<file path="src/rtl/core/dpc_pkg.sv">
`default_nettype none
package dpc_pkg;

   localparam int DATA_W         = 32;
   localparam int PERIOD_W       = 31;
   localparam int FRAC_BITS      = 16;
   localparam int USE_DERIVATIVE = 1;
   localparam int CSR_ADDR_W     = 4;
   localparam int OPND_W         = DATA_W + 1;
   localparam int PROD_W         = 2 * OPND_W;
   localparam int SUM_W          = DATA_W + 2;
   localparam int CH_W           = 1;
   localparam int PH_W           = 3;
   localparam int STEP_W         = CH_W + PH_W;

   typedef logic signed [DATA_W-1:0] data_type;
   typedef logic [PERIOD_W-1:0]      period_type;
   typedef logic signed [OPND_W-1:0] opnd_type;
   typedef logic signed [PROD_W-1:0] prod_type;
   typedef logic signed [SUM_W-1:0]  sum_type;
   typedef logic [CSR_ADDR_W-1:0]    addr_type;
   typedef logic [PH_W-1:0]          phase_type;
   typedef logic [STEP_W-1:0]        step_type;

   localparam data_type DATA_MAX = {1'b0, {(DATA_W-1){1'b1}}};
   localparam data_type DATA_MIN = {1'b1, {(DATA_W-1){1'b0}}};

   // Register indexes of the configuration port.
   localparam addr_type REG_TARGET     = CSR_ADDR_W'(0);
   localparam addr_type REG_GAIN_P     = CSR_ADDR_W'(1);
   localparam addr_type REG_GAIN_I     = CSR_ADDR_W'(2);
   localparam addr_type REG_GAIN_D     = CSR_ADDR_W'(3);
   localparam addr_type REG_HALF_PER   = CSR_ADDR_W'(4);
   localparam addr_type REG_INV_PER    = CSR_ADDR_W'(5);
   localparam addr_type REG_OUT_MIN    = CSR_ADDR_W'(6);
   localparam addr_type REG_OUT_MAX    = CSR_ADDR_W'(7);

   localparam data_type   TARGET_RST   = DATA_W'(0);
   localparam data_type   GAIN_P_RST   = DATA_W'(65536);
   localparam data_type   GAIN_I_RST   = DATA_W'(0);
   localparam data_type   GAIN_D_RST   = DATA_W'(0);
   localparam period_type HALF_PER_RST = PERIOD_W'(32768);
   localparam period_type INV_PER_RST  = PERIOD_W'(65536);
   localparam data_type   OUT_MIN_RST  = DATA_W'(0);
   localparam data_type   OUT_MAX_RST  = DATA_W'(6553600);

   // Phases of the per-channel sequence.
   localparam phase_type PH_ERROR = PH_W'(0);
   localparam phase_type PH_MUL_P = PH_W'(1);
   localparam phase_type PH_MUL_T = PH_W'(2);
   localparam phase_type PH_MUL_V = PH_W'(3);
   localparam phase_type PH_MUL_I = PH_W'(4);
   localparam phase_type PH_MUL_D = PH_W'(5);
   localparam phase_type PH_WB_D  = PH_W'(6);
   localparam phase_type PH_SUM   = PH_W'(7);

   localparam step_type STEP_LAST = {STEP_W{1'b1}};

   typedef struct packed {
      data_type   target_value;
      data_type   gain_p;
      data_type   gain_i;
      data_type   gain_d;
      period_type half_period;
      period_type inverse_period;
      data_type   out_min;
      data_type   out_max;
   } cfg_type;

   typedef struct packed {
      logic     load_in;
      logic     run;
      step_type step;
      logic     load_out;
   } cmd_type;

   function automatic data_type sat_sum(input sum_type v);
      logic [SUM_W-DATA_W:0] upper;
      upper = v[SUM_W-1:DATA_W-1];
      if ((&upper) || !(|upper)) begin
         return v[DATA_W-1:0];
      end else if (v[SUM_W-1]) begin
         return DATA_MIN;
      end else begin
         return DATA_MAX;
      end
   endfunction

   // Fixed-point product: arithmetic shift right, then saturation to 32 bits.
   function automatic data_type fix_mul(input prod_type p);
      prod_type              s;
      logic [PROD_W-DATA_W:0] upper;
      s = p >>> FRAC_BITS;
      upper = s[PROD_W-1:DATA_W-1];
      if ((&upper) || !(|upper)) begin
         return s[DATA_W-1:0];
      end else if (s[PROD_W-1]) begin
         return DATA_MIN;
      end else begin
         return DATA_MAX;
      end
   endfunction

endpackage
`default_nettype wire

</file>
<file path="src/rtl/core/dpc_if.sv">
`default_nettype none
interface dpc_req_if;
   logic               valid;
   logic               ready;
   dpc_pkg::data_type  measured_a;
   dpc_pkg::data_type  measured_b;
   modport source (output valid, output measured_a, output measured_b, input ready);
   modport sink (input valid, input measured_a, input measured_b, output ready);
endinterface

interface dpc_rsp_if;
   logic               valid;
   logic               ready;
   dpc_pkg::data_type  drive_a;
   dpc_pkg::data_type  drive_b;
   modport source (output valid, output drive_a, output drive_b, input ready);
   modport sink (input valid, input drive_a, input drive_b, output ready);
endinterface

interface dpc_csr_if;
   logic                         valid;
   logic                         ready;
   dpc_pkg::addr_type            index;
   logic [dpc_pkg::DATA_W-1:0]   data;
   modport source (output valid, output index, output data, input ready);
   modport sink (input valid, input index, input data, output ready);
endinterface
`default_nettype wire

</file>
<file path="src/rtl/core/dpc_csr.sv">
`default_nettype none
module dpc_csr (
   input  wire                        clock,
   input  wire                        reset,
   input  wire                        wr_valid,
   output logic                       wr_ready,
   input  wire dpc_pkg::addr_type     wr_index,
   input  wire [dpc_pkg::DATA_W-1:0]  wr_data,
   output dpc_pkg::cfg_type           cfg
);

   dpc_pkg::cfg_type cfg_ff;
   dpc_pkg::cfg_type cfg_in;

   assign wr_ready = 1'b1;
   assign cfg      = cfg_ff;

   always_comb begin
      cfg_in = cfg_ff;
      if (wr_valid) begin
         case (wr_index)
            dpc_pkg::REG_TARGET:   cfg_in.target_value   = wr_data;
            dpc_pkg::REG_GAIN_P:   cfg_in.gain_p         = wr_data;
            dpc_pkg::REG_GAIN_I:   cfg_in.gain_i         = wr_data;
            dpc_pkg::REG_GAIN_D:   cfg_in.gain_d         = wr_data;
            dpc_pkg::REG_HALF_PER: cfg_in.half_period    = wr_data[dpc_pkg::PERIOD_W-1:0];
            dpc_pkg::REG_INV_PER:  cfg_in.inverse_period = wr_data[dpc_pkg::PERIOD_W-1:0];
            dpc_pkg::REG_OUT_MIN:  cfg_in.out_min        = wr_data;
            dpc_pkg::REG_OUT_MAX:  cfg_in.out_max        = wr_data;
            default:               cfg_in = cfg_ff;
         endcase
      end
   end

   always_ff @(posedge clock) begin
      if (reset) begin
         cfg_ff.target_value   <= dpc_pkg::TARGET_RST;
         cfg_ff.gain_p         <= dpc_pkg::GAIN_P_RST;
         cfg_ff.gain_i         <= dpc_pkg::GAIN_I_RST;
         cfg_ff.gain_d         <= dpc_pkg::GAIN_D_RST;
         cfg_ff.half_period    <= dpc_pkg::HALF_PER_RST;
         cfg_ff.inverse_period <= dpc_pkg::INV_PER_RST;
         cfg_ff.out_min        <= dpc_pkg::OUT_MIN_RST;
         cfg_ff.out_max        <= dpc_pkg::OUT_MAX_RST;
      end else begin
         cfg_ff <= cfg_in;
      end
   end

endmodule
`default_nettype wire

</file>
<file path="src/rtl/core/dpc_ctrl.sv">
`default_nettype none
module dpc_ctrl (
   input  wire               clock,
   input  wire               reset,
   input  wire               req_valid,
   output logic              req_ready,
   output logic              rsp_valid,
   input  wire               rsp_ready,
   output dpc_pkg::cmd_type  cmd
);

   localparam logic [1:0] ST_IDLE   = 2'd0;
   localparam logic [1:0] ST_RUN    = 2'd1;
   localparam logic [1:0] ST_FINISH = 2'd2;

   logic [1:0]        state_ff, state_in;
   dpc_pkg::step_type step_ff, step_in;
   logic              rsp_valid_ff, rsp_valid_in;

   assign req_ready = (state_ff == ST_IDLE);
   assign rsp_valid = rsp_valid_ff;

   always_comb begin
      state_in     = state_ff;
      step_in      = step_ff;
      cmd.load_in  = 1'b0;
      cmd.run      = 1'b0;
      cmd.step     = step_ff;
      cmd.load_out = 1'b0;
      case (state_ff)
         ST_IDLE: begin
            if (req_valid) begin
               cmd.load_in = 1'b1;
               step_in     = '0;
               state_in    = ST_RUN;
            end
         end
         ST_RUN: begin
            cmd.run = 1'b1;
            step_in = step_ff + dpc_pkg::STEP_W'(1);
            if (step_ff == dpc_pkg::STEP_LAST) begin
               state_in = ST_FINISH;
            end
         end
         ST_FINISH: begin
            // The result register is reused once the previous result has gone.
            if (!rsp_valid_ff || rsp_ready) begin
               cmd.load_out = 1'b1;
               state_in     = ST_IDLE;
            end
         end
         default: begin
            state_in = ST_IDLE;
         end
      endcase
      rsp_valid_in = cmd.load_out | (rsp_valid_ff & ~rsp_ready);
   end

   always_ff @(posedge clock) begin
      if (reset) begin
         state_ff     <= ST_IDLE;
         step_ff      <= '0;
         rsp_valid_ff <= 1'b0;
      end else begin
         state_ff     <= state_in;
         step_ff      <= step_in;
         rsp_valid_ff <= rsp_valid_in;
      end
   end

endmodule
`default_nettype wire

</file>
<file path="src/rtl/core/dpc_datapath.sv">
`default_nettype none
module dpc_datapath (
   input  wire                      clock,
   input  wire                      reset,
   input  wire dpc_pkg::cfg_type    cfg,
   input  wire dpc_pkg::cmd_type    cmd,
   input  wire dpc_pkg::data_type   measured_a,
   input  wire dpc_pkg::data_type   measured_b,
   output dpc_pkg::data_type        drive_a,
   output dpc_pkg::data_type        drive_b
);

   dpc_pkg::data_type  meas_ff   [2];
   dpc_pkg::data_type  integ_ff  [2];
   dpc_pkg::data_type  prev_ff   [2];
   dpc_pkg::data_type  work_ff   [2];
   dpc_pkg::data_type  err_ff;
   dpc_pkg::data_type  p_ff;
   dpc_pkg::data_type  i_ff;
   dpc_pkg::data_type  d_ff;
   dpc_pkg::data_type  dd_ff;
   dpc_pkg::prod_type  prod_ff;
   dpc_pkg::prod_type  prod_in;
   dpc_pkg::data_type  drive_a_ff;
   dpc_pkg::data_type  drive_b_ff;

   dpc_pkg::opnd_type  opnd_a;
   dpc_pkg::opnd_type  opnd_b;
   dpc_pkg::data_type  fix_out;
   dpc_pkg::data_type  sum_sat;
   dpc_pkg::data_type  clamped;
   dpc_pkg::phase_type phase;
   logic               ch;

   assign phase   = cmd.step[dpc_pkg::PH_W-1:0];
   assign ch      = cmd.step[dpc_pkg::STEP_W-1];
   assign drive_a = drive_a_ff;
   assign drive_b = drive_b_ff;
   assign fix_out = dpc_pkg::fix_mul(prod_ff);

   // Operand selection for the one shared multiplier.
   always_comb begin
      opnd_a = '0;
      opnd_b = '0;
      case (phase)
         dpc_pkg::PH_MUL_P: begin
            opnd_a = dpc_pkg::opnd_type'(cfg.gain_p);
            opnd_b = dpc_pkg::opnd_type'(err_ff);
         end
         dpc_pkg::PH_MUL_T: begin
            opnd_a = dpc_pkg::opnd_type'(err_ff) + dpc_pkg::opnd_type'(prev_ff[ch]);
            opnd_b = $signed({2'b00, cfg.half_period});
         end
         dpc_pkg::PH_MUL_V: begin
            opnd_a = dpc_pkg::opnd_type'(err_ff) - dpc_pkg::opnd_type'(prev_ff[ch]);
            opnd_b = $signed({2'b00, cfg.inverse_period});
         end
         dpc_pkg::PH_MUL_I: begin
            opnd_a = dpc_pkg::opnd_type'(cfg.gain_i);
            opnd_b = dpc_pkg::opnd_type'(integ_ff[ch]);
         end
         dpc_pkg::PH_MUL_D: begin
            opnd_a = dpc_pkg::opnd_type'(cfg.gain_d);
            opnd_b = dpc_pkg::opnd_type'(dd_ff);
         end
         default: begin
            opnd_a = '0;
            opnd_b = '0;
         end
      endcase
      prod_in = opnd_a * opnd_b;
   end

   always_comb begin
      sum_sat = dpc_pkg::sat_sum(dpc_pkg::sum_type'(p_ff) + dpc_pkg::sum_type'(i_ff)
                                 + dpc_pkg::sum_type'(d_ff));
      // With crossed limits the lower bound takes precedence.
      if (sum_sat < cfg.out_min) begin
         clamped = cfg.out_min;
      end else if (sum_sat > cfg.out_max) begin
         clamped = cfg.out_max;
      end else begin
         clamped = sum_sat;
      end
   end

   always_ff @(posedge clock) begin
      if (reset) begin
         integ_ff[0] <= '0;
         integ_ff[1] <= '0;
         prev_ff[0]  <= '0;
         prev_ff[1]  <= '0;
      end else if (cmd.run) begin
         case (phase)
            dpc_pkg::PH_MUL_V: begin
               integ_ff[ch] <= dpc_pkg::sat_sum(dpc_pkg::sum_type'(integ_ff[ch])
                                                + dpc_pkg::sum_type'(fix_out));
            end
            dpc_pkg::PH_WB_D: begin
               prev_ff[ch] <= err_ff;
            end
            default: begin
               prev_ff[ch] <= prev_ff[ch];
            end
         endcase
      end
   end

   always_ff @(posedge clock) begin
      if (cmd.load_in) begin
         meas_ff[0] <= measured_a;
         meas_ff[1] <= measured_b;
      end
      if (cmd.load_out) begin
         drive_a_ff <= work_ff[0];
         drive_b_ff <= work_ff[1];
      end
      if (cmd.run) begin
         prod_ff <= prod_in;
         case (phase)
            dpc_pkg::PH_ERROR: begin
               err_ff <= dpc_pkg::sat_sum(dpc_pkg::sum_type'(cfg.target_value)
                                          - dpc_pkg::sum_type'(meas_ff[ch]));
            end
            dpc_pkg::PH_MUL_T: p_ff  <= fix_out;
            dpc_pkg::PH_MUL_I: dd_ff <= fix_out;
            dpc_pkg::PH_MUL_D: i_ff  <= fix_out;
            dpc_pkg::PH_WB_D: begin
               d_ff <= (dpc_pkg::USE_DERIVATIVE != 0) ? fix_out : dpc_pkg::data_type'(0);
            end
            dpc_pkg::PH_SUM: work_ff[ch] <= clamped;
            default: begin
               err_ff <= err_ff;
            end
         endcase
      end
   end

endmodule
`default_nettype wire

</file>
<file path="src/rtl/core/dual_pid_controller_clamped_core.sv">
`default_nettype none
// Two independent PID loops in signed Q16.16 sharing one setpoint: each request carries
// two measurements and yields one result with two clamped drive values. A result is
// offered once sixteen sequencer steps (eight per channel, five products each through a
// single shared 33 by 33 bit multiplier with a registered product) have run and a finish
// state has moved the result into the output register. The sequencer is then free again,
// so a request is taken only after the previous one is through, and later when the
// previous result is still waiting in the output register at the end of the sequence. A
// new request is accepted as soon as the sequencer is free, while the previous result may
// still wait in the output register. Configuration writes are taken in any cycle but must
// only be issued while no request is in flight.
module dual_pid_controller_clamped_core (
   input  wire        clock,
   input  wire        reset,
   dpc_req_if.sink    req_bus,
   dpc_rsp_if.source  rsp_bus,
   dpc_csr_if.sink    csr_bus
);

   dpc_pkg::cfg_type cfg;
   dpc_pkg::cmd_type cmd;

   dpc_csr u_csr (
      .clock    (clock),
      .reset    (reset),
      .wr_valid (csr_bus.valid),
      .wr_ready (csr_bus.ready),
      .wr_index (csr_bus.index),
      .wr_data  (csr_bus.data),
      .cfg      (cfg)
   );

   dpc_ctrl u_ctrl (
      .clock     (clock),
      .reset     (reset),
      .req_valid (req_bus.valid),
      .req_ready (req_bus.ready),
      .rsp_valid (rsp_bus.valid),
      .rsp_ready (rsp_bus.ready),
      .cmd       (cmd)
   );

   dpc_datapath u_datapath (
      .clock      (clock),
      .reset      (reset),
      .cfg        (cfg),
      .cmd        (cmd),
      .measured_a (req_bus.measured_a),
      .measured_b (req_bus.measured_b),
      .drive_a    (rsp_bus.drive_a),
      .drive_b    (rsp_bus.drive_b)
   );

endmodule
`default_nettype wire

</file>
<file path="src/flat_wrapper.sv">
// flat-port wrapper written by rule: the top's interface ports become plain ports
module dual_pid_controller_clamped_core_flat 
  (clock, reset, req_bus_valid, req_bus_measured_a, req_bus_measured_b, req_bus_ready, rsp_bus_valid, rsp_bus_drive_a, rsp_bus_drive_b, rsp_bus_ready, csr_bus_valid, csr_bus_index, csr_bus_data, csr_bus_ready);
  dpc_req_if req_bus_i ();
  dpc_rsp_if rsp_bus_i ();
  dpc_csr_if csr_bus_i ();
  input  wire clock;
  input  wire reset;
  input wire logic [$bits(req_bus_i.valid)-1:0] req_bus_valid;
  input wire logic [$bits(req_bus_i.measured_a)-1:0] req_bus_measured_a;
  input wire logic [$bits(req_bus_i.measured_b)-1:0] req_bus_measured_b;
  output wire logic [$bits(req_bus_i.ready)-1:0] req_bus_ready;
  output wire logic [$bits(rsp_bus_i.valid)-1:0] rsp_bus_valid;
  output wire logic [$bits(rsp_bus_i.drive_a)-1:0] rsp_bus_drive_a;
  output wire logic [$bits(rsp_bus_i.drive_b)-1:0] rsp_bus_drive_b;
  input wire logic [$bits(rsp_bus_i.ready)-1:0] rsp_bus_ready;
  input wire logic [$bits(csr_bus_i.valid)-1:0] csr_bus_valid;
  input wire logic [$bits(csr_bus_i.index)-1:0] csr_bus_index;
  input wire logic [$bits(csr_bus_i.data)-1:0] csr_bus_data;
  output wire logic [$bits(csr_bus_i.ready)-1:0] csr_bus_ready;
  assign req_bus_i.valid = req_bus_valid;
  assign req_bus_i.measured_a = req_bus_measured_a;
  assign req_bus_i.measured_b = req_bus_measured_b;
  assign req_bus_ready = req_bus_i.ready;
  assign rsp_bus_valid = rsp_bus_i.valid;
  assign rsp_bus_drive_a = rsp_bus_i.drive_a;
  assign rsp_bus_drive_b = rsp_bus_i.drive_b;
  assign rsp_bus_i.ready = rsp_bus_ready;
  assign csr_bus_i.valid = csr_bus_valid;
  assign csr_bus_i.index = csr_bus_index;
  assign csr_bus_i.data = csr_bus_data;
  assign csr_bus_ready = csr_bus_i.ready;
  dual_pid_controller_clamped_core u_core (.clock(clock), .reset(reset), .req_bus(req_bus_i), .rsp_bus(rsp_bus_i), .csr_bus(csr_bus_i));
endmodule
</file>
<file path="config.mk">
export PLATFORM = sky130hd
export DESIGN_NAME = dual_pid_controller_clamped_core_flat
export DESIGN_NICKNAME = d
export VERILOG_FILES = /design/src/rtl/core/dpc_pkg.sv /design/src/rtl/core/dpc_if.sv /design/src/rtl/core/dpc_csr.sv /design/src/rtl/core/dpc_ctrl.sv /design/src/rtl/core/dpc_datapath.sv /design/src/rtl/core/dual_pid_controller_clamped_core.sv /design/src/flat_wrapper.sv
export SDC_FILE = /design/constraint.sdc
export NUM_CORES = 2
export LEC_CHECK = 0
export ABC_AREA = 1
export BUFFER_PORTS_ARGS = -buffer_cell sky130_fd_sc_hd__buf_4
export CAP_MARGIN = 20
export CORE_MARGIN = 5
export CORE_UTILIZATION = 39
export CTS_CLUSTER_DIAMETER = 50
export DETAILED_ROUTE_END_ITERATION = 6
export PLACE_DENSITY = 0.55
export RECOVER_POWER = 100
export SETUP_SLACK_MARGIN = 0.02
export SLEW_MARGIN = 10
export SYNTH_ARGS = -nofsm -noshare
export SYNTH_HDL_FRONTEND = slang
export SYNTH_HIERARCHICAL = 1
export SYNTH_SLANG_ARGS = --single-unit
</file>
<file path="constraint.sdc">
create_clock -name clock -period 11.7 [get_ports clock]
set_input_delay 1.17 -clock clock [delete_from_list [all_inputs] [get_ports clock]]
set_output_delay 1.17 -clock clock [all_outputs]
set_load 0.01 [all_outputs]
</file>
## Word-level counts from Yosys, hierarchy flattened

Memory sizes are Yosys's and may differ from the RTL's. A register that Yosys moved wholly into a read port is not among the register bits.
Index checks and enable logic that the tools add are counted.

| cells by class | value |
|---|---|
| add/subtract/negate cells | 7 |
| multipliers | 1 |
| order comparisons | 2 |
| equality and inequality tests | 20 |
| muxes and demuxes | 58 |
| bitwise logic cells | 4 |
| reductions and logical operators | 40 |

Operators by type and width:

| cell | count |
|---|---|
| 2-to-1 mux 32 bit | 16 |
| one-hot mux 33 bit (5 select lines) | 2 |
| adder 32 x 32 -> 33 bit | 3 |
| multiplier 33 x 33 -> 66 bit | 1 |
| subtractor 32 x 32 -> 33 bit | 2 |
| OR reduction 32 bit | 2 |
| adder 33 x 32 -> 34 bit | 1 |
| 2-to-1 mux 1 bit | 34 |
| > comparator 32 bit | 1 |
| < comparator 32 bit | 1 |
| AND reduction 2 bit | 14 |
| AND reduction 19 bit | 1 |
| OR reduction 19 bit | 1 |
| == test 4 x 3 -> 1 bit, second input constant | 4 |
| == test 3 bit, second input constant | 4 |
| AND reduction 3 bit | 4 |
| OR reduction 3 bit | 3 |
| == test 4 x 2 -> 1 bit, second input constant | 2 |
| one-hot mux 4 bit (2 select lines) | 1 |
| == test 3 x 2 -> 1 bit, second input constant | 2 |
| 2-to-1 mux 2 bit | 3 |
| inequality test 2 bit, second input constant | 3 |
| one-hot mux 2 bit (3 select lines) | 1 |
| zero test 1 bit | 5 |
| 16 further kinds | 21 |

| word-level totals | value |
|---|---|
| flip-flop bits (word level) | 487 |
| memory bits (writable) | 256 |
| output and inout port bits | 67 |
| memories | 4 |

Memory list:

| memory | words | bits a word | read ports | clocked after Yosys merged registers in | wr ports | RTL line | source |
|---|---|---|---|---|---|---|---|
| u_core.u_datapath.integ_ff | 2 | 32 | 1 | 1 | 2 | dpc_datapath.sv:14 | `dpc_pkg::data_type integ_ff [2];` |
| u_core.u_datapath.meas_ff | 2 | 32 | 1 | 1 | 2 | dpc_datapath.sv:13 | `dpc_pkg::data_type meas_ff [2];` |
| u_core.u_datapath.prev_ff | 2 | 32 | 1 | 1 | 2 | dpc_datapath.sv:15 | `dpc_pkg::data_type prev_ff [2];` |
| u_core.u_datapath.work_ff | 2 | 32 | 2 | 2 | 1 | dpc_datapath.sv:16 | `dpc_pkg::data_type work_ff [2];` |

## Depth between registers and ports, before layout

| logic depth | value |
|---|---|
| word-level depth | 13 |
| mapped depth | 63 |
| gate-level depth less buffers | 57 |

## By module

Netlist, hierarchy kept.

Modules (own cells, without submodules):

| module | instances | cells each | area an instance (um2) | sequential area each (um2) |
|---|---|---|---|---|
| dpc_datapath | 1 | 7931 | 69942.1 | 15915.3 |
| dpc_csr | 1 | 1480 | 10015.9 | 5084.9 |
| dpc_ctrl | 1 | 45 | 321.6 | 140.1 |

## Worst setup path before layout

OpenSTA, ideal clock, no wires.

| timing | value |
|---|---|
| kind | register -> register |
| start | register u_core/u_ctrl/step_ff[3] (netlist name) |
| end | register u_core.u_datapath.prod_ff[63], data pin |
| library setup time | 0.260 ns |
| data arrival time | 10.661 ns |
| data required time | 11.440 ns |
| path slack | 0.779 ns |
| cell stages (with the launch flop) | 59 |
| period minus slack after synthesis | 10.921 ns |
| path through | dfxtp_1 > buf_6 > inv_2 > buf_6 > buf_6 > or2_1 > o21ai_2 > ha_1 > inv_1 > nor3_2 > nand3_2 > nor3_4 > nand3_2 > nor2_2 > nand2_2 > nor2_4 > a21oi_1 > xor2_1 > [23 not listed] > fa_1 > clkbuf_1 > clkbuf_1 > xnor2_1 > ha_1 > inv_1 > fa_1 > fa_1 > fa_1 > inv_1 > ha_1 > nand2_1 > nor2_1 > inv_1 > o21ai_0 > a2111oi_0 > nand2_1 > xor2_1 |

RTL lines:

| item | RTL line | source |
|---|---|---|
| end signal: assignment | dpc_datapath.sv:119 | `prod_ff <= prod_in;` |
| end: declaration | dpc_datapath.sv:22 | `dpc_pkg::prod_type prod_ff;` |

==> impl_results.md <==
- Dpl ws: -0.153 ns
- Worst Path Required: 12.13 ns
- R2r worst-path depth: 57
- Final slew viol count: 1499
- Largest net degree at the start of global routing: 116
- RSZ-0062 raised after global routing: true
- CTS tree: built
- Leak Pwr: 42.3 nW
- Synth area leader: fa_1
- Sequential cell area fraction in the yosys report: 0.263
- R2r startpoint: u_core/u_ctrl/step_ff[3]
- Most Crowded Layer GR: met2
- Peak Freq: 88.7 MHz
- YS warnings: 6
- Iteration-0 DRC Markers: 5071
- WL per Instance: 22.8 µm
- Critical path depth in cells: 57
- WP buf/inv: 12
- Setup slack after layout: 0.423 ns
- Fraction of layout cells with a size suffix above 1: 0.118
- Failing checks: max-capacitance violations, max-slew violations
- EDFF count, synth: 530
- Met3 Use GR: 0.0556
- Cells after Synth: 9456
- Clock tree buffer depth: 3
- TritonCTS Buffers: 101
- DP HPWL: 232000 µm
- Nets: 11581
- Yosys reg bits: 791
- Critical Path Fanout Max: 9
- Cell variety after synth: 67
- Crit path launch: u_core/u_ctrl/step_ff[3]
- GRT met2 Usage: 0.408
- Tcrit/Tclk final: 0.964
- Drt total wl: 289000 µm
- Fraction of registers with async set/reset: 0
- CP dominant cell by count: nand2_1
- Crit path time final: 11.28 ns
- Synth area leaders: fa_1 29%, edfxtp_1 20%, nand2_1 9.5%
- First-pass GRT wire length: 432000 µm
- Clock Pin Slew Worst Setup and Hold Paths: 0.06 ns
- Htree depth: 3
- Root buf cell: clkbuf_16
- Number of global-route vias before repair: 66795
- Die Y: 464 µm
- Initial antenna violation count: 18
- Main synth FF type: edfxtp_1
- Min-Delay Path Class: reg -> reg
- CP max-delay cell: fa_2
- R2r setup slk: 0.42 ns
- Relative slew slack: -2.33
- Cell family with most CP delay: adder cells
- Final Core Density: 0.452
- Syn Area/Cell: 8.49 µm²
- RD Place Congestion: 0.961
- Area share of the largest cell type after synthesis: 0.290
- CTS sink cnt: 791
- Starting density of the core: 0.392
- Status: complete, but fails checks
- Crit path arrival time: 11.71 ns
- CTS hold repair buffers: 0
- Die Area: 215000 µm²
- Slew at the pin closest to its max-slew limit: 4.96 ns
- Drt first pass iters: 6
- Vias per cell: 5.17
- Tot GR Track Use: 0.265
- Antenna Violating Nets Remaining: 0
- P&R area growth vs syn: 15.2%
- Cell Area, Synth: 80300 µm²
- Antenna diodes: 0
- Max incr delay on CP: 0.58 ns
- Hold Vio Cnt, Final: 0
- M1 GR Usage: 0.366
- Final setup vio count: 0
- # DRC: 0
- DR vias: 65543
- RR Endpoint: u_core/u_datapath/prod_ff[64]
- Clock skew: 0.0828 ns
- CP Capture Type: flip-flop
- Critical path endpoint: u_core/u_datapath/prod_ff[64]
- GR Overflow Total: 0
- Max cap viols: 33
- Site row count: 166
- Core region area: 205000 µm²
- Critical Path Start Type: flip-flop
- Kind of critical path: reg -> reg
- I/O pins: 172
- Die span in x: 464 µm
- Clock latency on the worst-skew pair: 0.75 ns
- Pwr Density: 80.7 nW/µm²
- Total power: 7.46 mW
- Post-synth net total: 11136
- Peak VDD IR: 0.115 mV
- PortBufs: 170
sequential cells by signal, summed over array words and instances, names as in the netlist, 50 cells and up:
register,count
u_core/u_datapath/prod_ff,50
u_core/u_datapath/integ_ff,64
u_core/u_datapath/prev_ff,64
u_core/u_datapath/work_ff,64
u_core/u_csr/cfg,254
u_core/u_datapath/meas_ff,64
Yosys cell counts (all sizes together), types with 22 or more instances:
master and n:
a21oi 341, a22oi 31, a31oi 37, buf 136, clkbuf 247, clkinv 22, dfxtp 261, edfxtp 530
fa 1164, ha 411, inv 1750, mux2i 43, nand2 2036, nand3 248, nand4 124, nor2 1329
nor3 32, nor4 25, o21ai 303, or2 36, xnor2 72, xor2 135
layout by cell type, fill, tap and decap left out, types with 23 or more instances in the layout:
cell type	count
nor2_4	23
ha_1	374
clkbuf_16	109
clkinv_1	24
nor2_2	32
dfxtp_1	260
edfxtp_1	530
nand2_2	49
o21ai_0	255
inv_1	1697
nand4_1	123
a31oi_1	32
a21oi_2	41
mux2i_1	42
xnor2_1	70
o21ai_1	25
xor2_1	133
fa_2	42
nand3_1	231
nor2_1	1274
buf_4	486
buf_12	27
a21oi_1	294
a22oi_1	31
nand2_1	1971
clkbuf_4	66
ha_4	27
or2_2	29
clkbuf_1	139
fa_1	1122
inv_2	44
layer usage:
metal	wire [µm]	up-vias
li1	-	29920
met1	125000	32709
met2	126000	2426
met3	23300	478
met4	14700	10
met5	61	-
kinds of logic (layout without fill, tap and decap cells):
| family | Yosys count | after routing | share of synthesized area |
|---|---|---|---|
| other cells | 1 | 1 | 0.0000467 |
| mux | 43 | 43 | 0.00541 |
| buf+inv | 2155 | 2687 | 0.103 |
| xor+xnor | 207 | 207 | 0.0226 |
| fa+ha+maj | 1575 | 1575 | 0.354 |
| simple gates | 3860 | 3860 | 0.194 |
| compound gates | 824 | 824 | 0.0575 |
| flops | 791 | 791 | 0.263 |
where the power goes:
part	switching, mW	leakage [nW]	total [mW]	internal, mW
registers	0.0483	7.14	3.12	3.07
clock network	1.37	1.71	3.25	1.88
logic	0.758	33.4	1.09	0.335
worst min path at each step:
| stage | start | end | cells past startpoint |
|---|---|---|---|
| after global routing | u_core/u_datapath/work_ff[0][25] | u_core/u_datapath/drive_a[25] | 0 |
| after detailed placement | u_core/u_datapath/work_ff[0][21] | u_core/u_datapath/drive_a[21] | 0 |
| after global placement | u_core/u_datapath/work_ff[1][24] | u_core/u_datapath/drive_b[24] | 0 |
| after floorplan | u_core/u_datapath/work_ff[0][0] | u_core/u_datapath/drive_a[0] | 0 |
| after CTS | u_core/u_datapath/work_ff[0][24] | u_core/u_datapath/drive_a[24] | 0 |
| final | u_core/u_datapath/work_ff[1][18] | u_core/u_datapath/drive_b[18] | 0 |
repair_timing:
item,4_1_cts,5_1_grt
endpoints found under the setup margin,14,44
cloned,0,5
setup buffers,0,60
pin swaps,1,174
resized for setup,8,422
stage by stage:
stage / TNS, ns / area [µm²] / hold WS [ns] / instances
6_report: 0 / 92500 / 0.416 / 12676
5_1_grt: -0.544 / 92500 / 0.425 / 12676
4_1_cts: 0 / 91000 / 0.419 / 12609
3_5_place_dp: -0.184 / 87400 / 0.405 / 12419
3_3_place_gp: -0.0941 / 87300 / 0.401 / 12414
2_1_floorplan: 0 / 80300 / 0.400 / 9456
final cells by class:
| class | count | area, µm² |
|---|---|---|
| fill | 20230 | 112000 |
| multi-input combinational | 6510 | 52300 |
| sequential | 791 | 21100 |
| inverter | 1772 | 6690 |
| timing repair buffer | 725 | 5480 |
| tap | 2688 | 3360 |
| clock buffer | 125 | 2740 |
| clock inverter | 65 | 778 |
No activity file was read; power rests on OpenSTA's default activity.
